==> src/rtl/core/plat_pkg.sv <==
// Shared types, constants and tables for the platform leg length solver.
// No dependencies; all other files but plat_ram use it by scoped names.
package plat_pkg;

    localparam int NUM_LEGS   = 6;
    localparam int NUM_JOINTS = 3 * NUM_LEGS;
    localparam int ADDR_W     = $clog2(NUM_JOINTS);
    localparam int LEG_W      = 3;
    localparam int WORD_W     = 32;
    localparam int Z_W        = 36;   // CORDIC angle accumulator
    localparam int XY_W       = 34;   // sin/cos and Q30 products
    localparam int OP_W       = 35;   // multiplier operand
    localparam int PROD_W     = 2 * OP_W;
    localparam int ACC_W      = 68;   // dot product accumulator
    localparam int CMP_W      = ACC_W - 30;
    localparam int Q_SHIFT    = 30;
    localparam int NUM_QPROD  = 14;

    localparam logic signed [Z_W-1:0]  Q_PI      = 36'sd3373259426;
    localparam logic signed [Z_W-1:0]  Q_HALF_PI = 36'sd1686629713;
    localparam logic signed [Z_W-1:0]  Q_TWO_PI  = 36'sd6746518852;
    localparam logic signed [XY_W-1:0] Q_GAIN    = 34'sd652032874;
    localparam logic [WORD_W-1:0]      LEN_MAX   = 32'hFFFF_FFFF;

    typedef struct packed {
        logic                   done;
        logic signed [XY_W-1:0] sin_v;
        logic signed [XY_W-1:0] cos_v;
    } t_cordic_res;

    typedef struct packed {
        logic              done;
        logic [WORD_W-1:0] root;
    } t_sqrt_res;

    // atan(2^-i) in Q30
    function automatic logic signed [Z_W-1:0] atan_q30(input logic [4:0] i);
        logic signed [Z_W-1:0] v;
        case (i)
            5'd0:  v = 36'sd843314856;
            5'd1:  v = 36'sd497837829;
            5'd2:  v = 36'sd263043836;
            5'd3:  v = 36'sd133525158;
            5'd4:  v = 36'sd67021686;
            5'd5:  v = 36'sd33543515;
            5'd6:  v = 36'sd16775850;
            5'd7:  v = 36'sd8388437;
            5'd8:  v = 36'sd4194282;
            5'd9:  v = 36'sd2097149;
            5'd10: v = 36'sd1048575;
            5'd11: v = 36'sd524287;
            5'd12: v = 36'sd262143;
            5'd13: v = 36'sd131071;
            5'd14: v = 36'sd65535;
            5'd15: v = 36'sd32767;
            5'd16: v = 36'sd16383;
            5'd17: v = 36'sd8191;
            5'd18: v = 36'sd4095;
            5'd19: v = 36'sd2047;
            5'd20: v = 36'sd1023;
            5'd21: v = 36'sd511;
            5'd22: v = 36'sd255;
            5'd23: v = 36'sd127;
            5'd24: v = 36'sd63;
            5'd25: v = 36'sd31;
            5'd26: v = 36'sd15;
            5'd27: v = 36'sd8;
            5'd28: v = 36'sd4;
            5'd29: v = 36'sd2;
            5'd30: v = 36'sd1;
            default: v = 36'sd0;
        endcase
        return v;
    endfunction

endpackage

==> src/rtl/core/plat_sqrt.sv <==
// Iterative 64-bit integer square root, one result bit per cycle.
// Depends on plat_pkg.
module plat_sqrt (
    input  logic              i_clk,
    input  logic              i_rst_n,
    input  logic              i_start,
    input  logic [63:0]       i_val,
    output plat_pkg::t_sqrt_res o_res
);
    logic        r_busy;
    logic        r_done;
    logic [63:0] r_n;
    logic [63:0] r_res;
    logic [63:0] r_bit;
    logic [63:0] w_trial;

    assign w_trial = r_res + r_bit;

    always_ff @(posedge i_clk) begin
        if (!i_rst_n) begin
            r_busy <= 1'b0;
            r_done <= 1'b0;
        end else begin
            r_done <= 1'b0;
            if (i_start) begin
                r_busy <= 1'b1;
                r_n    <= i_val;
                r_res  <= '0;
                r_bit  <= 64'd1 << 62;
            end else if (r_busy) begin
                if (r_n >= w_trial) begin
                    r_n   <= r_n - w_trial;
                    r_res <= (r_res >> 1) + r_bit;
                end else begin
                    r_res <= r_res >> 1;
                end
                r_bit <= r_bit >> 2;
                if (r_bit == 64'd1) begin
                    r_busy <= 1'b0;
                    r_done <= 1'b1;
                end
            end
        end
    end

    assign o_res.done = r_done;
    assign o_res.root = r_res[plat_pkg::WORD_W-1:0];
endmodule

==> config.mk <==
export PLATFORM = sky130hd
export DESIGN_NAME = plat_sqrt
export DESIGN_NICKNAME = d
export VERILOG_FILES = /design/src/rtl/core/plat_pkg.sv /design/src/rtl/core/plat_sqrt.sv
export SDC_FILE = /design/constraint.sdc
export NUM_CORES = 1
export LEC_CHECK = 0
export BUFFER_PORTS_ARGS = -buffer_cell sky130_fd_sc_hd__buf_2
export CORE_MARGIN = 10
export CORE_UTILIZATION = 55
export CTS_BUF_LIST = sky130_fd_sc_hd__clkbuf_4
export DETAILED_ROUTE_END_ITERATION = 7
export PLACE_DENSITY = 0.74
export SYNTH_ARGS = -nofsm -noshare
export SYNTH_HDL_FRONTEND = slang
export SYNTH_SLANG_ARGS = --single-unit
==> constraint.sdc <==
create_clock -name i_clk -period 15.6 [get_ports i_clk]
set_clock_uncertainty 0.2 [all_clocks]
set_input_delay 3.12 -clock i_clk [delete_from_list [all_inputs] [get_ports i_clk]]
set_output_delay 3.12 -clock i_clk [all_outputs]
set_load 0.01 [all_outputs]
Word level (Yosys, flattened, before mapping)
Index checks and enable logic that the tools add are counted.
{"block": "word_totals", "register_bits": 162, "input_bits": 67, "output_inout_bits": 33}
{"block": "op_classes", "add_sub_neg": 3, "order_cmp": 1, "eq_ne": 1, "muxes": 10, "n_bitwise": 2, "reduce_logical": 5}
{"operator": "2-to-1 mux 64 bit", "n": 5}
{"operator": "adder 63 x 63 -> 64 bit", "n": 1}
{"operator": "adder 64 x 63 -> 64 bit", "n": 1}
{"operator": "greater-or-equal comparator 64 bit", "n": 1}
{"operator": "subtractor 64 bit", "n": 1}
{"operator": "2-to-1 mux 63 bit", "n": 1}
{"operator": "== test 32 x 1 -> 1 bit, second input constant", "n": 1}
{"operator": "2-to-1 mux 1 bit", "n": 4}
{"operator": "nonzero test 2 bit", "n": 2}
{"operator": "AND reduction 3 bit", "n": 1}
{"operator": "OR reduction 3 bit", "n": 1}
{"operator": "inverter 1 bit", "n": 2}
{"operator": "AND reduction 2 bit", "n": 1}

Logic depth before layout (Yosys ltp)
Gate-level depths: netlist (run 1).
{"block": "depth", "word_depth": 5, "ltp_mapped": 27}

Least setup slack after synthesis (run 1)
OpenSTA, ideal clock, no wires.
{"block": "synth_path", "path_kind": "register -> register", "start": "register r_bit[0]", "end": "register r_n[0], enable pin", "arrival_ns": 7.635, "slack_ns": 7.258, "stages_incl_launch_ff": 24, "synth_period_minus_slack_ns": 8.342, "path_cell_list": "edfxtp_1 -> ha_1 -> ha_1 -> a21o_1 -> a31oi_1 -> o21ai_0 -> a21o_1 -> a21boi_0 -> o21ai_0 -> a21oi_1 -> o21ai_0 -> a21o_1 -> nand2_1 -> xor2_1 -> ha_1 -> clkbuf_1 -> nand4_1 -> o31ai_1 -> a21oi_1 -> o32ai_1 -> nor2_1 -> buf_2 -> buf_4 -> a21oi_1"}
{"block": "synth_via", "elab_chain_cells": 4}
{"element": "from (decl)", "line_no": "plat_sqrt.sv:14", "rtl": "logic [63:0] r_bit;"}
{"element": "from (signal assigned)", "line_no": "plat_sqrt.sv:29", "rtl": "r_bit <= 64'd1 << 62;"}
{"element": "from (signal assigned)", "line_no": "plat_sqrt.sv:37", "rtl": "r_bit <= r_bit >> 2;"}
{"element": "adder 64 x 63 -> 64 bit", "line_no": "plat_sqrt.sv:17", "rtl": "assign w_trial = r_res + r_bit;"}
{"element": "greater-or-equal comparator 64 bit", "line_no": "plat_sqrt.sv:31", "rtl": "if (r_n >= w_trial) begin"}
{"element": "nonzero test 2 bit (no line)"}
{"element": "AND reduction 3 bit (no line)"}
{"element": "to (signal assigned)", "line_no": "plat_sqrt.sv:27", "rtl": "r_n <= i_val;"}
{"element": "to (signal assigned)", "line_no": "plat_sqrt.sv:32", "rtl": "r_n <= r_n - w_trial;"}
{"element": "to (decl)", "line_no": "plat_sqrt.sv:12", "rtl": "logic [63:0] r_n;"}
Every way passes these cells.
A chain may end at the register's enable or synchronous reset.

Final worst setup path (run 1)
{"block": "layout_path", "start": "register r_res[2]", "end": "register r_res[55] (data pin)"}
{"block": "layout_via", "elab_chain_cells": 4}
{"element": "from (decl)", "line_no": "plat_sqrt.sv:13", "rtl": "logic [63:0] r_res;"}
{"element": "from (signal assigned)", "line_no": "plat_sqrt.sv:33", "rtl": "r_res <= (r_res >> 1) + r_bit;"}
{"element": "from (signal assigned)", "line_no": "plat_sqrt.sv:35", "rtl": "r_res <= r_res >> 1;"}
{"element": "adder 64 x 63 -> 64 bit", "line_no": "plat_sqrt.sv:17"}
{"element": "greater-or-equal comparator 64 bit", "line_no": "plat_sqrt.sv:31"}
{"element": "2-to-1 mux 64 bit *", "line_no": "plat_sqrt.sv:31"}
{"element": "2-to-1 mux 64 bit *", "line_no": "plat_sqrt.sv:30", "rtl": "end else if (r_busy) begin"}
Mark *: on every way between the ends. The rest lies on a longest branch, timed or not. The select of a mux whose other input is x is not followed.

==> results of run 1 <==
final cells by class:
cell class | instances | area (um^2) | area share, %
Antenna cell | 1 | 2.502 | 0.01586
Clock buffer | 17 | 127.6 | 0.8089
Clock inverter | 15 | 160.2 | 1.015
Inverter | 39 | 147.6 | 0.9358
Multi-Input combinational cell | 1432 | 9529 | 60.40
Sequential cell | 162 | 4845 | 30.71
Tap cell | 341 | 426.7 | 2.704
Timing Repair Buffer | 104 | 539.3 | 3.418
metrics by stage:
stage                     area (um^2)  util, %
final                           15780    58.54
after global routing            15780    58.54
after CTS                       15780    58.53
after detailed placement        15490    57.47
after global placement          15490    57.47
after floorplan                 15040        -
sequential cells by signal, indices dropped and copies added (netlist names):
signal / count
r_done: 1
r_n: 64
r_res: 64
r_bit: 32
r_busy: 1
cells in the final DEF (no fill, tap or decap), drive strengths merged, types with 9 or more instances in the layout:
master | Yosys | layout
edfxtp | 160 | 160
nor3 | 28 | 28
nand4 | 37 | 37
ha | 130 | 130
nand2 | 181 | 181
o31ai | 14 | 14
a21oi | 123 | 123
nand3 | 34 | 34
clkbuf | 57 | 17
and3 | 15 | 15
and2 | 16 | 16
buf | 46 | 104
a31o | 17 | 17
or3 | 11 | 11
o21ai | 170 | 170
a31oi | 66 | 66
nor2 | 146 | 146
o21a | 10 | 10
inv | 39 | 46
o21bai | 31 | 31
nor2b | 53 | 53
xor2 | 82 | 82
nor4 | 15 | 15
a211oi | 26 | 26
xnor2 | 87 | 87
a21o | 45 | 45
nand2b | 9 | 9
metal layers:
metal | track usage (%) | vias to the layer above | wire [um]
met2 | 35.69 | 586 | 18140
met3 | 4.643 | 58 | 3657
met1 | 36.74 | 6209 | 20320
met4 | 6.697 | 0 | 752
li1 | - | 6450 | -
met5 | 0 | - | 0
cells by family after synthesis:
family,count (synthesis),share of synthesized area [%]
DFF,162,32.22
and+or+nand+nor,563,17.89
buffers and inverters,142,4.502
adders and majority gates,131,10.95
muxes,9,0.6324
AOI/OAI and AO/OA,560,23.96
xor gates and xnor gates,169,9.844
Yosys cell counts (15+ instances only):
master / n
nand2_1: 181
edfxtp_1: 160
o21ai_0: 160
nor2_1: 146
ha_1: 130
a21oi_1: 120
xnor2_1: 87
xor2_1: 82
a31oi_1: 65
clkbuf_1: 57
nor2b_1: 53
a21o_1: 45
inv_1: 38
nand4_1: 36
buf_4: 35
nand3_1: 34
o21bai_1: 31
nor3_1: 28
a211oi_1: 25
a31o_2: 17
and2_1: 15
worst paths after layout:
path	start	end	cells after the start	slack [ps]
min	r_busy	r_done	1	300
max reg2reg	r_res[2]	r_res[55]	23	8180
max	r_res[2]	r_res[55]	23	8180
min reg2reg	r_busy	r_done	1	300
worst max-delay path: stages (launching register included):
cell and delay (ps):
edfxtp_1 510, ha_1 390, a31o_2 230, a31oi_1 280, o21ai_0 330, a21oi_1 540
o21ai_0 320, a31oi_1 350, inv_1 80, a31oi_1 210, xor2_1 190, ha_1 330
a21o_1 200, o21bai_1 190, o21bai_1 330, a21o_1 240, a21oi_1 330, o32ai_1 170
buf_4 220, nor2_2 80, buf_4 410, inv_2 470, o21ai_0 220, mux2_2 350
where the power goes:
group / switching, uW / internal (uW) / total, uW / leakage [uW]
Combinational: 586 / 371 / 957 / 0.00430
Sequential: 61.0 / 560 / 621 / 0.00156
Clock: 196 / 73.6 / 270 / 0.000157
==> impl_metrics.ini, run 1 <==
[sta]
tns_ps = 0
finalHoldViolCount = 0
final.setup.worst_slack_ps = 8184
fmax_mhz = 134.8
whs_ps = 297.2
final-setup-viol-count = 0
tightest_slew_ps = 1028
max-slew-margin-rel_pct = 31.45
report.final.slew_viol_count = 0
fin_crit_sh_pct = 47.54
finalCriticalPeriod_ps = 7416
rsz0062_at_grt = no

[routing]
final_antenna_net_count = 0
vias = 13300
drtIter0Drc = 1440
wl_um = 42860
drt-vias-per-instance = 6.302
drc_errors = 5
wire_per_inst_um = 20.31
drt-pass1-iter-count = 8

[floorplanning]
ios = 100
rows = 60
die_width_um = 185.3
die_area_mm2 = 0.03435
core_mm2 = 0.02695
die_y_um = 185.3
initial_utilization_pct = 55.79

[final_layout]
fin_cells = 2111
syn_to_final_growth_pct = 4.926
fin_nets = 1954
fill_cells = 2424
drive_above_1_share_pct = 10.97

[cts]
cts_buffer_depth = 2
cts-root-buf = clkbuf_4
numClockSinks = 162
cts_resized = 0
post_cts_buffers = 0
cts_tree = built
cts_hold_buf = 0
insertion_delay_ps = 650
cts_made_buffers = 17
htreeDepth = 4
clk_pin_slew_ps = 150

[power_and_ir_drop]
p_leak_uw = 0.006023
vdd_drop_max_mv = 0.06242
pwr_density_cell_mw_per_mm2 = 117.1
power_uw = 1847

[place]
place_hpwl_um = 32680
pre_cts_ws_ps = 8234
place_congestion = 0.9945
numPlacedInstances = 2078
port_buffers = 99

[logic_synthesis]
synth_edf_count = 160
syn_area_per_cell_um2 = 8.662
yosys.area.top_type_share_pct = 31.95
synth_top_area_cell = edfxtp_1
synth_area_mm2 = 0.01504
yosysSeqAreaShare_pct = 32.22
synthArstFlopShare_pct = 0
synth_seq_cells = 162
synth.yosys.warnings = 0
netlist_top_cells_area = edfxtp_1 32%, ha_1 11%, o21ai_0 5.3%
dominantRegCellSynth = edfxtp_1
synth_nets = 1934
synthCells = 1736
synth_cell_types = 81

[worst_setup_path]
cp.arrival_ps = 7600
worstPathRequired_ps = 15780
cp-start-kind = register
crit_type = reg -> reg
endpoint_kind = register
critPathMaxFanout = 51

[global_route]
grt_pass1_wl_um = 67350
grt-ovfl-total = 0
grt_max_degree = 124
grt_use_total_pct = 24.77
antenna_found_initial = 1
grt_pass1_vias = 12360

[run_status]
violations = DRC
status = complete, but fails checks

[min_path]
hold_path_class = reg -> reg

[flow_run]
maxCapViolCount = 0
No activity file was read; power rests on OpenSTA's default activity.
==> run 2: changes to the inputs <==
clock period = 7.6 ns   (was 15.6 ns; I/O delays follow)
==> run 2 against run 1 <==
Effect of this change:
- the flow now finishes without violations
- critical path depth rose by 1
- flip-flop and latch count unchanged
- final cell count rose by 0.24%
- die area is the same
- utilization grew 0.15 points
- non-clock buffer count up 5
- worst hold slack worse by 4.8 ps
- design area grew 0.25%
- count of clock-buffer cells in the layout stayed put
- critical path type unchanged
- maximum frequency grew 11%
- clock power grew 100%
- combinational power increased by 110%
==> impl_metrics.ini, run 2 (synthesis gave the netlist of run 1 again) <==
[run_status]
status = finished, final reports clean

[sta]
finalCriticalPeriod_ps = 6692
rsz0062_at_grt = no
final.setup.worst_slack_ps = 908.0
fin_crit_sh_pct = 88.05
final-setup-viol-count = 0
tns_ps = 0
tightest_slew_ps = 1048
report.final.slew_viol_count = 0
fmax_mhz = 149.4
max-slew-margin-rel_pct = 30.07
finalHoldViolCount = 0

[routing]
drc_errors = 0
drt-vias-per-instance = 6.309
wl_um = 42930
wire_per_inst_um = 20.29
final_antenna_net_count = 0
drtIter0Drc = 1612
vias = 13350
drt-pass1-iter-count = 6

[final_layout]
drive_above_1_share_pct = 11.10
fill_cells = 2424
syn_to_final_growth_pct = 5.192
layout_common_cells = 181 x nand2_1, 160 x o21ai_0, 160 x edfxtp_1
multi_input_area_mm2 = 0.009529
final_common_cell = nand2_1
fin_nets = 1959
largest_registers = r_n (64), r_res (64), r_bit (32)
register_area_mm2 = 0.004845

[worst_setup_path]
cp-start-kind = register
crit_path_frequent_cell = a21oi_1
endpoint_kind = register
crit_family = compound AO/OA/AOI/OAI gates
crit_type = reg -> reg
critPathMaxFanout = 29
worstPathRequired_ps = 7850
crit_chain = ha_1 > a31o_2 > a31oi_1 > o21ai_0 > a21oi_1 > o2111ai_1 > nand2_1 > nor3_1 > a21o_1 > a31o_2 > xnor2_1 > ha_1 > nand2_1 > nor2_1 > and2_1 > a21oi_1 > o21ai_0 > a21oi_1 > o32ai_1 > nor2_2 > inv_2 > buf_4 > nor2_1 > a211oi_1
rrSetupSlack_ps = 910
critPathBufInv = 2
slowest_stage = o21ai_0
cp.arrival_ps = 6950
slowest_delay_ps = 610

[cts]
cts_hold_buf = 0
clk_pin_slew_ps = 150
cts_tree = built
insertion_delay_ps = 630
cts_resized = 0
cts_made_buffers = 17
cts-root-buf = clkbuf_4
post_cts_buffers = 0
cts_buffer_depth = 2
htreeDepth = 4
numClockSinks = 162

[power_and_ir_drop]
vdd_drop_max_mv = 0.1163
p_leak_uw = 0.006043
pwr_density_cell_mw_per_mm2 = 239.9
power.share.clock_pct = 14.4
p_seq_share_pct = 33.6
swShare_pct = 44.87
power.internal_uw = 2092
switchingPower_uw = 1703
comb_power_share_pct = 52.1

[place]
port_buffers = 99
pre_cts_ws_ps = 1041
place_hpwl_um = 32910
place_congestion = 0.9625

[global_route]
grt-ovfl-total = 0
grt_max_degree = 89
antenna_found_initial = 1
grt_pass1_vias = 12350
grt_use_total_pct = 25.04
grt_pass1_wl_um = 68070

[floorplanning]
rows = 60
core_mm2 = 0.02695
initial_utilization_pct = 55.79
ios = 100
die_width_um = 185.3
die_area_mm2 = 0.03435
die_y_um = 185.3

[min_path]
hold_path_class = reg -> reg

[flow_run]
maxCapViolCount = 0
[run 2: cell types whose count changed in the layout (fill, tap and decap cells not counted)]
cell,delta
bufinv_16,+1
buf_12,+1
inv_8,-2
clkinv_1,+2
clkinvlp_4,+1
buf_4,+4
clkinv_8,-2
[run 2: worst reg2reg max path, cell delays in order (launching register included)]
cell	delay, ps
edfxtp_1	500
ha_1	380
a31o_2	180
a31oi_1	130
o21ai_0	610
a21oi_1	300
o2111ai_1	390
nand2_1	160
nor3_1	270
a21o_1	220
a31o_2	190
xnor2_1	70
ha_1	360
nand2_1	120
nor2_1	200
and2_1	190
a21oi_1	80
o21ai_0	220
a21oi_1	70
o32ai_1	530
nor2_2	100
inv_2	480
buf_4	320
nor2_1	60
a211oi_1	210
[run 2: stage by stage]
stage	total power (uW)	utilization, %	hold WS (ps)	instance area [um^2]	instances
floorplan	2760	-	247.0	15040	1736
global placement	3208	57.65	262.4	15540	2083
detailed placement	3228	57.65	274.4	15540	2083
CTS	3774	58.68	296.6	15820	2115
global route	4074	58.69	302.7	15820	2116
finish	3795	58.69	292.4	15820	2116
[run 2: cell type report]
| cell class | instances | share of cell area, % |
|---|---|---|
| multi-input combinational | 1432 | 60.24 |
| sequential | 162 | 30.63 |
| timing repair buffer | 109 | 3.726 |
| tap | 341 | 2.697 |
| clock inverter | 15 | 0.9492 |
| inverter | 39 | 0.9334 |
| clock buffer | 17 | 0.8068 |
| antenna | 1 | 0.01582 |
[run 2: per-layer routing]
metal,wire [um],track usage (%),up-vias,share of wire [%]
met4,771,6.404,0,1.8
met5,0,0,-,0
met1,20650,38.15,6229,48
met3,3812,4.545,54,8.9
li1,-,-,6475,-
met2,17690,35.11,591,41
[run 2: final timing paths]
path	from	endpoint	cells past startpoint
worst max-delay path	r_res[2]	r_res[22]	24
worst min-delay path	r_busy	r_done	1
worst max register to register	r_res[2]	r_res[22]	24
worst min register to register	r_busy	r_done	1
[run 2: power groups by stage]
stage | combinational (uW) | clock [uW] | sequential [uW]
after floorplan | 1530 | 0 | 1230
after global routing | 2190 | 596 | 1280
after CTS | 1950 | 555 | 1270
final | 1980 | 545 | 1270
after detailed placement | 1940 | 0 | 1280
after global placement | 1920 | 0 | 1290
