<file path="src/rtl/core/plat_ram.sv">
// Generic single-write, single-read RAM with registered read data.
// No dependencies.
module plat_ram #(
    parameter int WIDTH = 32,
    parameter int DEPTH = 18
) (
    input  logic                     i_clk,
    input  logic                     i_we,
    input  logic [$clog2(DEPTH)-1:0] i_waddr,
    input  logic [WIDTH-1:0]         i_wdata,
    input  logic [$clog2(DEPTH)-1:0] i_raddr,
    output logic [WIDTH-1:0]         o_rdata
);
    logic [WIDTH-1:0] r_mem [DEPTH];

    always_ff @(posedge i_clk) begin
        if (i_we) begin
            r_mem[i_waddr] <= i_wdata;
        end
        o_rdata <= r_mem[i_raddr];
    end
endmodule

</file>
<file path="config.mk">
export PLATFORM = sky130hd
export DESIGN_NAME = plat_ram
export DESIGN_NICKNAME = d
export VERILOG_FILES = /design/src/rtl/core/plat_ram.sv
export SDC_FILE = /design/constraint.sdc
export NUM_CORES = 1
export LEC_CHECK = 0
export BUFFER_PORTS_ARGS = -buffer_cell sky130_fd_sc_hd__buf_2
export CAP_MARGIN = 10
export CORE_MARGIN = 2
export CORE_UTILIZATION = 26
export CTS_CLUSTER_SIZE = 16
export DETAILED_ROUTE_END_ITERATION = 10
export MAX_ROUTING_LAYER = met4
export PLACE_DENSITY = 0.39
export SKIP_CTS_REPAIR_TIMING = 1
export SLEW_MARGIN = 10
export SYNTH_ARGS = -nofsm -noshare
export SYNTH_HDL_FRONTEND = slang
export SYNTH_SLANG_ARGS = --single-unit
</file>
<file path="constraint.sdc">
create_clock -name i_clk -period 9.34 [get_ports i_clk]
set_clock_uncertainty 0.2 [all_clocks]
set_input_delay 0 -clock i_clk [delete_from_list [all_inputs] [get_ports i_clk]]
set_output_delay 0 -clock i_clk [all_outputs]
set_load 0.05 [all_outputs]
</file>
# Word-level counts from Yosys, hierarchy flattened
# Memory sizes are Yosys's and may differ from the RTL's. A register that Yosys moved wholly into a read port is not among the register bits.
# Cells that the tools add are included.
[word_totals] reg_bits=0 output_inout_bits=32 n_memories=1 mem_bits_rw=576 elab_cells=3 input_bits=44
[memory_table] name="r_mem" words=18 word_bits=32 rd=1 rd_ports_with_merged_regs=1 wr=1 line_no="14" text="logic [WIDTH-1:0] r_mem [DEPTH];"
[op_classes] muxes=2
[op_table] operator="$mux W1" n=2

# Longest topological paths before layout
# Gate-level depths: netlist (run 1).
[depth] ltp_word=2 mapped_depth=7 ltp_nobuf=4

# Worst setup path before layout (run 1)
# No wires, ideal clock.
[synth_path] path_type="input-to-reg" start="input port i_waddr[2]" end="memory r_mem[17][0] (enable)" required_ns=8.672 setup_slack_ns=5.906 setup_ns=0.468 path_stages=4 path_buffers=1 t_arrival_ns=2.766 cell_sequence="clkbuf_1 > nor2_1 > nand3_1 > nor3b_1"
[synth_rtl] element="start: declaration" line_no="9" text="input logic [$clog2(DEPTH)-1:0] i_waddr,"
[synth_rtl] element="end: declaration" line_no="14"
# Straight into the memory's write port.

==> metrics.md, run 1 <==
| Metric | Value |
|---|---|
| Area occupied by multi-input gates | `4577 µm²` |
| # Max-Cap Violations | `0` |
| CP endpoint kind | `flip-flop` |
| Clock root buffer | `clkbuf_16` |
| Most common cell after layout, fill and taps aside | `edfxtp_1` |
| Req. time, crit path | `9.62 ns` |
| Max Slew Vio Count | `0` |
| Vias in the first global route | `~12,000` |
| Grt ovf | `0` |
| Gpl congestion | `0.6594` |
| Most frequent CP cell | `buf_4` |
| Clock transition at path regs | `0.05 ns` |
| Final Hold Vio Count | `0` |
| Fin crit share | `39.20%` |
| Total area of sequential cells | `between 15,000 and 20,000 µm²` |
| Slack of the critical path | `5.679 ns` |
| Layout cells sized above 1 | `27.42%` |
| Detailed Place HPWL | `approximately 27,000 µm` |
| CTS tree | `built` |
| Worst stage delay on the critical path | `about 0.69 ns` |
| Layout Nets | `approximately 1,200` |
| Number of remaining DRC errors | `0` |
| Core area | `86,620 µm²` |
| Ys Warns | `0` |
| Design Area, Final | `27,100 µm²` |
| First drt pass iteration count | `4` |
| Critical path, cell by cell | `dlygate4sd3_1 -> buf_4 -> buf_4 -> nor2b_4 -> buf_4 -> a221oi_1 -> o21ai_1 -> o211ai_1 -> dlygate4sd3_1` |
| Avg Cell Area, Syn | `around 22 µm²` |
| FP Rows | `roughly 110` |
| Cell Area, Synth | `about 23,000 µm²` |
| CP Launch Type | `primary input` |
| Hold Crit Class | `in2reg` |
| RSZ-0062 raised after global routing | `false` |
| Die area | `89,740 µm²` |
| 1st-iter DRT viols | `793` |
| Vias per cell | `4.438` |
| Die width | `about 300 µm` |
| First-pass GRT wire length | `84,310 µm` |
| Final setup TNS | `0 ns` |
| Dpl ws | `between 5 and 6 ns` |
| Placed instance area | `24,560 µm²` |
| Switching Share | `21.59%` |
| Die height | `299.6 µm` |
| Total Routed Length | `58,520 µm` |
| Critical path class | `in2reg` |
| Commonest cells after routing, fill and taps aside | `edfxtp_1, mux4_2, mux2i_1` |
| Pleak | `~8.7 nW` |
| Slowest stage cell, crit path | `buf_4` |
| Sequential share of power | `51.3%` |
| R2r setup slk | `7.24 ns` |
| R2R cell count | `4` |
| Clk buf depth | `3` |
| Slew @ Worst Pin | `0.9795 ns` |
| Logic pwr share | `under 10%` |
| Largest net degree at the start of global routing | `67` |
| Post-synthesis sequential area ratio | `78.97%` |
| Syn Nets | `1,095` |
| TritonCTS Buffers | `71` |
| Initial core utilization | `a little over a quarter` |
| Status | `completed` |
| IO Port Bufs | `75` |
| Hold path start | `i_raddr[0]` |
| Fill cells | `8,308` |
| Area growth from synthesis to layout | `19.33%` |
| Routed len/inst | `24.18 µm` |
| Worst r2r src | `r_mem[13][5]` |
| Worst path arrival time | `between 3 and 4 ns` |
| Synth cell types | `22` |
| Max IR drop VDD | `117.3 µV` |
| Initial antenna violation count | `2` |
| Fmax | `273.1 MHz` |
| PwrDens | `218.9 nW/µm²` |
| Setup Viol. Count Final | `0` |
| Yosys reg bits | `about 610` |
| Max H-tree Level | `3` |
| Worst-Skew Late Latency | `0.59 ns` |
| Syn Inst Count | `1,051` |
| Fin crit period | `3.661 ns` |
| Hold path endpoint | `o_rdata[30]` |
| DR vias | `10,740` |
| P_int | `4.653 mW` |
| Relative slew slack | `34.70%` |
| Hold Path Depth | `4` |
| GRT Util Overall | `13.57%` |
| Clock share of power | `43.4%` |
| Antenna-violating nets left | `0` |
| Clk sinks | `between 600 and 700` |
| RR Endpoint | `o_rdata[5]` |
| Io pins | `76` |
| Max Fanout on Critical Path | `34` |
| Sw Pwr | `1.281 mW` |
==> routing by layer <==
| layer | track usage (%) | vias to the layer above | share of wire, % |
|---|---|---|---|
| met1 | 18.57 | 5792 | 48 |
| met4 | 3.393 | 0 | 1.5 |
| li1 | - | 4704 | - |
| met5 | - | - | 0 |
| met2 | 20.86 | 177 | 46 |
| met3 | 2.530 | 67 | 3.7 |
==> how the worst max path moves through the flow <==
stage | endpoint | from | cells past startpoint | slack [ns]
floorplan | r_mem[17][0] | i_waddr[2] | 4 | 5.91
global placement | o_rdata[30] | i_raddr[2] | 7 | 5.98
detailed placement | o_rdata[31] | i_raddr[2] | 7 | 5.98
CTS | o_rdata[31] | i_raddr[2] | 7 | 6.59
global route | o_rdata[5] | i_raddr[1] | 9 | 5.57
finish | o_rdata[5] | i_raddr[1] | 9 | 5.68
==> cells in the mapped netlist <==
cell / count / area (µm²)
or2_1: 1 / 6.260
mux4_2: 96 / 2162
nand3b_1: 2 / 15.01
edfxtp_1: 576 / 17300
mux2i_1: 96 / 960.9
nor2_1: 14 / 52.55
and2_1: 1 / 6.260
nand3_1: 2 / 10.01
o21ai_1: 32 / 160.2
nor3b_1: 1 / 7.510
o211ai_1: 32 / 240.2
nor2b_1: 2 / 12.51
dfxtp_1: 32 / 640.6
clkbuf_1: 20 / 75.07
buf_2: 22 / 110.1
nand2_1: 34 / 127.6
buf_4: 9 / 67.56
buf_6: 7 / 78.83
mux2_2: 32 / 360.4
nand2b_1: 3 / 18.77
a221oi_1: 32 / 280.3
nor3_1: 5 / 25.02
==> through the flow <==
step | util (%) | total power [mW] | hold slack [ns] | instances
4_1_cts | 30.87 | 6.015 | -0.4453 | 2381
5_1_grt | 31.29 | 6.155 | 0.06287 | 2419
3_3_place_gp | 28.36 | 3.407 | 0.1994 | 2251
2_1_floorplan | - | 3.286 | -0.1011 | 1051
3_5_place_dp | 28.36 | 3.410 | 0.2071 | 2251
6_report | 31.29 | 5.934 | 0.03267 | 2420
==> layout make-up <==
type                       count  share of cell area [%]
clock inverter                19                  0.4108
tap                         1155                   5.332
sequential                   608                   66.18
clock buffer                 111                   7.603
timing repair buffer         139                   3.564
multi-input combinational    385                   16.89
antenna                        3                 0.02770
==> critical path: cells and delay by family <==
| family | cells | cell delay [ns] |
|---|---|---|
| AOI/OAI and AO/OA | 3 | 0.40 |
| buffers and inverters | 5 | 2.79 |
| and+or+nand+nor | 1 | 0.66 |
==> power by group through the flow <==
stage               clock [mW]  sequential [mW]  combinational (mW)
floorplan                    0             3.14               0.144
global placement             0             3.10               0.307
detailed placement           0             3.10               0.310
CTS                       2.66             3.04               0.310
global route              2.77             3.04               0.340
finish                    2.58             3.04               0.314
==> registers in the layout (all words and copies together) (netlist names) <==
name     flops
o_rdata     32
r_mem      576
==> kinds of logic (layout without fill, tap and decap cells) <==
group	count (synthesis)	in the layout	share of synthesized area [%]
AOI/OAI and AO/OA	96	96	2.997
buffers and inverters	58	269	1.460
DFF	608	608	78.97
muxes	224	224	15.34
other	0	3	0
and+or+nand+nor	65	65	1.239
(Power assumes the default switching activity.)
==> inputs of run 2 (changes only) <==
==> constraint.sdc (replaced) <==
create_clock -name i_clk -period 3.7 [get_ports i_clk]
set_clock_uncertainty 0.2 [all_clocks]
set_input_delay 0 -clock i_clk [delete_from_list [all_inputs] [get_ports i_clk]]
set_output_delay 0 -clock i_clk [all_outputs]
set_load 0.05 [all_outputs]
==> metrics.md, run 2 (synthesized netlist as in run 1, its figures left out) <==
| Metric | Value |
|---|---|
| Clk buf depth | `3 (unchanged)` |
| Critical path, cell by cell | `dlygate4sd3_1 -> buf_2 -> nand2b_2 -> buf_4 -> o211ai_1` |
| Dpl ws | `1.129 ns (-4.847 ns)` |
| Number of remaining DRC errors | `0 (unchanged)` |
| TritonCTS Buffers | `68 (-4.2%)` |
| Total area of sequential cells | `17,940 µm² (unchanged)` |
| Hold path start | `i_waddr[1]` |
| Max Fanout on Critical Path | `22 (-35%)` |
| Sequential share of power | `51.8% (+0.5 points)` |
| Worst r2r src | `r_mem[5][21]` |
| Max IR drop VDD | `318.2 µV (+170%)` |
| Core area | `86,620 µm² (unchanged)` |
| 1st-iter DRT viols | `723 (-8.8%)` |
| Worst path arrival time | `2.55 ns (-1.39 ns)` |
| Max Slew Vio Count | `0 (unchanged)` |
| Hold Crit Class | `in2reg` |
| Sw Pwr | `3.224 mW (+150%)` |
| Largest net degree at the start of global routing | `63 (-6.0%)` |
| Io pins | `76 (unchanged)` |
| Fill cells | `8,320 (+0.14%)` |
| IO Port Bufs | `75 (unchanged)` |
| Relative slew slack | `35.41% (+0.72 points)` |
| GRT Util Overall | `13.69% (+0.12 points)` |
| Clock transition at path regs | `0.06 ns (about the same)` |
| RR Endpoint | `o_rdata[21]` |
| Final hold slack | `0.03608 ns (+0.003407 ns)` |
| Slew @ Worst Pin | `0.9688 ns (-0.01074 ns)` |
| Layout cells sized above 1 | `27.48% (+0.059 points)` |
| Initial core utilization | `26.22% (unchanged)` |
| Antenna-violating nets left | `0 (unchanged)` |
| Pleak | `8.689 nW (about the same)` |
| Total Routed Length | `59,590 µm (+1.8%)` |
| Layout Nets | `1,246 (-0.24%)` |
| Design Area, Final | `27,160 µm² (+0.20%)` |
| Logic pwr share | `5.5% (+0.2 points)` |
| Final Hold Vio Count | `0 (unchanged)` |
| Clock share of power | `42.7% (-0.7 points)` |
| Fin crit share | `62.91%` |
| Switching Share | `21.76% (+0.16 points)` |
| First-pass GRT wire length | `84,820 µm (+0.60%)` |
| Area growth from synthesis to layout | `19.57%` |
| Vias per cell | `4.469 (+0.70%)` |
| Placed instance area | `24,760 µm² (+0.77%)` |
| Top flop regs | `r_mem: 576 flops, o_rdata: 32 flops` |
| P_int | `11.60 mW (+150%)` |
| Req. time, crit path | `3.92 ns (-5.70 ns)` |
| Fin crit period | `2.328 ns` |
| Clock root buffer | `clkbuf_16` |
| DR vias | `10,762 (+0.20%)` |
| Final setup TNS | `0 ns (unchanged)` |
| Most common cell after layout, fill and taps aside | `edfxtp_1` |
| Slack of the critical path | `1.372 ns (-4.306 ns)` |
| Routed len/inst | `24.74 µm (+2.3%)` |
| PwrDens | `545.7 nW/µm² (+150%)` |
| R2R cell count | `3 (-1)` |
| FP Rows | `108 (unchanged)` |
| Die width | `299.6 µm (unchanged)` |
| Die area | `89,740 µm² (unchanged)` |
| Top Family by Delay on Critical Path | `buffers and inverters` |
| Detailed Place HPWL | `30,170 µm (+10%)` |
| Hold Path Depth | `3 (-1)` |
| CTS tree | `built` |
| First drt pass iteration count | `5 (+1)` |
| Hold path endpoint | `r_mem[6][21]` |
| Fmax | `roughly 430 MHz` |
| Max reg flops | `576 (unchanged)` |
| CP Launch Type | `primary input` |
| Worst stage delay on the critical path | `0.89 ns (+0.20 ns)` |
| CP endpoint kind | `flip-flop` |
| Status | `completed` |
| Gpl congestion | `0.6681 (+1.3%)` |
| RSZ-0062 raised after global routing | `false` |
| Critical path class | `in2reg` |
| Area occupied by multi-input gates | `4577 µm² (unchanged)` |
| WP buf/inv | `3 (-2)` |
| Vias in the first global route | `11,507 (-0.92%)` |
| Commonest cells after routing, fill and taps aside | `edfxtp_1, mux4_2, mux2i_1` |
| Initial antenna violation count | `1 (-1)` |
| # Max-Cap Violations | `0 (unchanged)` |
| Die height | `299.6 µm (unchanged)` |
| Max H-tree Level | `3 (unchanged)` |
| Total Power | `14.82 mW (+150%)` |
| Clk sinks | `608 (unchanged)` |
| Slowest stage cell, crit path | `nand2b_2` |
| Worst-Skew Late Latency | `0.59 ns (about the same)` |
| R2r setup slk | `2.13 ns (-5.11 ns)` |
| Most flops, register | `r_mem` |
| Grt ovf | `0 (unchanged)` |
| Setup Viol. Count Final | `0 (unchanged)` |
==> run 2: cell count changes in the layout (fill, tap and decap cells not counted), sizes merged <==
cell,previous run,this run
buf,101,103
bufinv,0,2
clkbuf,113,94
clkinv,16,24
diode,3,1
dlygate4sd3,36,34
inv,3,2
==> run 2: power by group through the flow <==
stage | combinational (mW) | sequential, mW | clock [mW]
2_1_floorplan | 0.364 | 7.93 | 0
3_3_place_gp | 0.796 | 7.82 | 0
3_5_place_dp | 0.800 | 7.83 | 0
4_1_cts | 0.801 | 7.68 | 6.54
5_1_grt | 0.874 | 7.69 | 6.81
6_report | 0.810 | 7.68 | 6.33
==> run 2: area by class of cell <==
type | instances | share of cell area (%)
Sequential cell | 608 | 66.05
Antenna cell | 1 | 0.009214
Clock inverter | 28 | 0.6911
Tap cell | 1155 | 5.321
Timing Repair Buffer | 139 | 4.183
Multi-Input combinational cell | 385 | 16.85
Clock buffer | 92 | 6.897
==> run 2: worst max path at each step <==
| stage | start | end | slack [ns] | cells past startpoint |
|---|---|---|---|---|
| after floorplan | i_waddr[2] | r_mem[17][0] | 0.27 | 4 |
| after global placement | i_raddr[0] | o_rdata[7] | 1.12 | 5 |
| after detailed placement | i_raddr[0] | o_rdata[7] | 1.13 | 5 |
| after CTS | i_raddr[0] | o_rdata[7] | 1.77 | 5 |
| after global routing | i_raddr[4] | o_rdata[21] | 1.28 | 5 |
| final | i_raddr[4] | o_rdata[21] | 1.37 | 5 |
==> run 2: stage by stage <==
stage | utilization, % | std cells
floorplan | - | 1051
global placement | 28.58 | 2253
detailed placement | 28.58 | 2253
CTS | 30.96 | 2373
global route | 31.35 | 2408
finish | 31.35 | 2408
==> run 2: routing by layer <==
metal  vias to the layer above  share of wire (%)  GRT usage (%)
met2                       200                 46          20.41
met5                         -                  0              -
met1                      5822                 49          19.40
li1                       4685                  -              -
met4                         0                1.5          3.464
met3                        55                3.8          2.334
==> run 2: worst register-to-register path, stage by stage, from the launching register on <==
cell and delay [ns]:
edfxtp_1 0.35, mux4_2 0.48, o21ai_1 0.18, o211ai_1 0.20
==> inputs of run 3 (changes only) <==
==> constraint.sdc (replaced) <==
create_clock -name i_clk -period 2.35 [get_ports i_clk]
set_clock_uncertainty 0.2 [all_clocks]
set_input_delay 0 -clock i_clk [delete_from_list [all_inputs] [get_ports i_clk]]
set_output_delay 0 -clock i_clk [all_outputs]
set_load 0.05 [all_outputs]
==> metrics.md, run 3 (synthesized netlist as in run 1, its figures left out) <==
| Metric | Value |
|---|---|
| Worst stage delay on the critical path | `0.64 ns (-0.25 ns)` |
| Area growth from synthesis to layout | `22.40%` |
| Fin crit period | `2.252 ns` |
| Clock root buffer | `clkbuf_16` |
| Max H-tree Level | `3 (unchanged)` |
| Slew @ Worst Pin | `1.061 ns (+0.09209 ns)` |
| Hold path start | `i_raddr[0]` |
| Fill cells | `8,252 (-0.82%)` |
| R2r setup slk | `0.36 ns (-1.77 ns)` |
| Critical path, cell by cell | `dlygate4sd3_1 -> buf_2 -> nand3b_1 -> nor3_2 -> dlygate4sd3_1 -> buf_12` |
| Area occupied by multi-input gates | `4596 µm² (+0.41%)` |
| Most common cell after layout, fill and taps aside | `edfxtp_1` |
| Layout Nets | `1,281 (+2.8%)` |
| Fin util | `32.10% (+0.74 points)` |
| Max Fanout on Critical Path | `31 (+41%)` |
| Clk buf depth | `3 (unchanged)` |
| Commonest cells after routing, fill and taps aside | `edfxtp_1, mux4_2, mux2i_1` |
| Clk sinks | `608 (unchanged)` |
| Req. time, crit path | `2.39 ns (-1.53 ns)` |
| Die width | `299.6 µm (unchanged)` |
| Routed len/inst | `23.95 µm (-3.2%)` |
| Worst r2r src | `r_mem[5][21]` |
| CP startpoint | `i_waddr[1]` |
| Initial antenna violation count | `2 (+1)` |
| Levels on crit path | `6 (+1)` |
| Most flops, register | `r_mem` |
| CP endpoint kind | `flip-flop` |
| CTS tree | `built` |
| Number of remaining DRC errors | `0 (unchanged)` |
| DR vias | `10,840 (+0.72%)` |
| Critical path class | `in2reg` |
| Setup Viol. Count Final | `0 (unchanged)` |
| Die area | `89,740 µm² (unchanged)` |
| First-pass GRT wire length | `84,260 µm (-0.66%)` |
| Total area of sequential cells | `17,940 µm² (unchanged)` |
| 1st-iter DRT viols | `729 (+0.83%)` |
| Failing checks | `hold timing` |
| GRT Util Overall | `13.49% (-0.20 points)` |
| Antenna-violating nets left | `0 (unchanged)` |
| Hold Crit Class | `in2reg` |
| Detailed Place HPWL | `31,360 µm (+4.0%)` |
| Top flop regs | `r_mem: 576 flops, o_rdata: 32 flops` |
| Final hold slack | `-0.03896 ns (-0.07504 ns)` |
| IO Port Bufs | `75 (unchanged)` |
| Grt ovf | `0 (unchanged)` |
| Fin crit share | `95.83%` |
| WP buf/inv | `4 (+1)` |
| Vias in the first global route | `11,534 (+0.23%)` |
| Final Hold Vio Count | `4 (+4)` |
| Core area | `86,620 µm² (unchanged)` |
| Fmax | `444.1 MHz` |
| Largest net degree at the start of global routing | `65 (+3.2%)` |
| PwrDens | `859.3 nW/µm² (+57%)` |
| Clock transition at path regs | `0.06 ns (about the same)` |
| Slack of the critical path | `0.09802 ns (-1.274 ns)` |
| TritonCTS Buffers | `70 (+2.9%)` |
| Max reg flops | `576 (unchanged)` |
| Slowest stage cell, crit path | `dlygate4sd3_1` |
| Status | `finished, violations left` |
| Worst-Skew Late Latency | `0.59 ns (about the same)` |
| Io pins | `76 (unchanged)` |
| Hold Path Depth | `5 (+2)` |
| Total Power | `23.89 mW (+61%)` |
| Total Routed Length | `58,520 µm (-1.8%)` |
| FP Rows | `108 (unchanged)` |
| CP Launch Type | `primary input` |
| Most frequent CP cell | `dlygate4sd3_1` |
| Layout cells sized above 1 | `28.65% (+1.2 points)` |
| # Max-Cap Violations | `0 (unchanged)` |
| Max Slew Vio Count | `0 (unchanged)` |
| Inserted Diodes | `0 (-1)` |
| First drt pass iteration count | `5 (unchanged)` |
| Pleak | `8.981 nW (+3.4%)` |
| Worst path arrival time | `2.29 ns (-0.26 ns)` |
| R2R cell count | `4 (+1)` |
| Dpl ws | `0.2244 ns (-0.9044 ns)` |
| Die height | `299.6 µm (unchanged)` |
| Relative slew slack | `29.27% (-6.1 points)` |
| Gpl congestion | `0.6833 (+2.3%)` |
| Top Family by Delay on Critical Path | `buffers and inverters` |
| Max IR drop VDD | `475.0 µV (+49%)` |
| Vias per cell | `4.437 (-0.72%)` |
| Initial core utilization | `26.22% (unchanged)` |
-- run 3: cell types whose count changed in the layout (fill, tap and decap cells not counted), sizes merged --
cell | before | now
clkinv | 24 | 17
dlygate4sd3 | 34 | 45
clkbuf | 94 | 102
buf | 103 | 125
diode | 1 | 0
inv | 2 | 1
bufinv | 2 | 5
-- run 3: cell type report --
class,instances,area share (%)
well taps,1155,5.198
clock buffers,100,7.034
flip-flops and latches,608,64.52
multi-input cells,385,16.53
clock inverters,23,0.8370
repair buffers,172,5.886
-- run 3: through the flow --
stage / setup TNS [ns] / area [µm²] / cells
global placement: 0 / 25140 / 2274
finish: 0 / 27800 / 2443
detailed placement: 0 / 25160 / 2275
CTS: 0 / 27350 / 2398
floorplan: -97.29 / 22730 / 1051
global route: -0.05379 / 27800 / 2443
-- run 3: where the power goes --
part	leakage (nW)	total [mW]	switching [mW]	internal (mW)
combinational	2.45	1.36	0.867	0.489
clock	1.07	10.5	4.15	6.31
sequential	5.46	12.1	0.0510	12.0
total	8.98	23.9	5.06	18.8
-- run 3: path summary, 6_finish.rpt --
kind	end
setup reg to reg	o_rdata[21]
setup / recovery	r_mem[1][29]
hold / removal	o_rdata[31]
hold reg to reg	o_rdata[13]
-- run 3: routing by layer --
| layer | global-route usage, % | up-vias | share of wire [%] | wire, µm |
|---|---|---|---|---|
| met1 | 18.76 | 5809 | 48 | 28090 |
| met5 | - | - | 0 | 0 |
| met3 | 2.602 | 74 | 4.6 | 2695 |
| li1 | - | 4757 | - | - |
| met4 | 3.655 | 0 | 1.8 | 1048 |
| met2 | 20.17 | 200 | 46 | 26690 |
-- run 3: worst register-to-register path, delay by kind of cell (launching register included) --
kind                   cells  cell delay (ns)
AOI/OAI and AO/OA          2             0.24
buffers and inverters      1             0.57
DFF                        1             0.35
muxes                      1             0.52
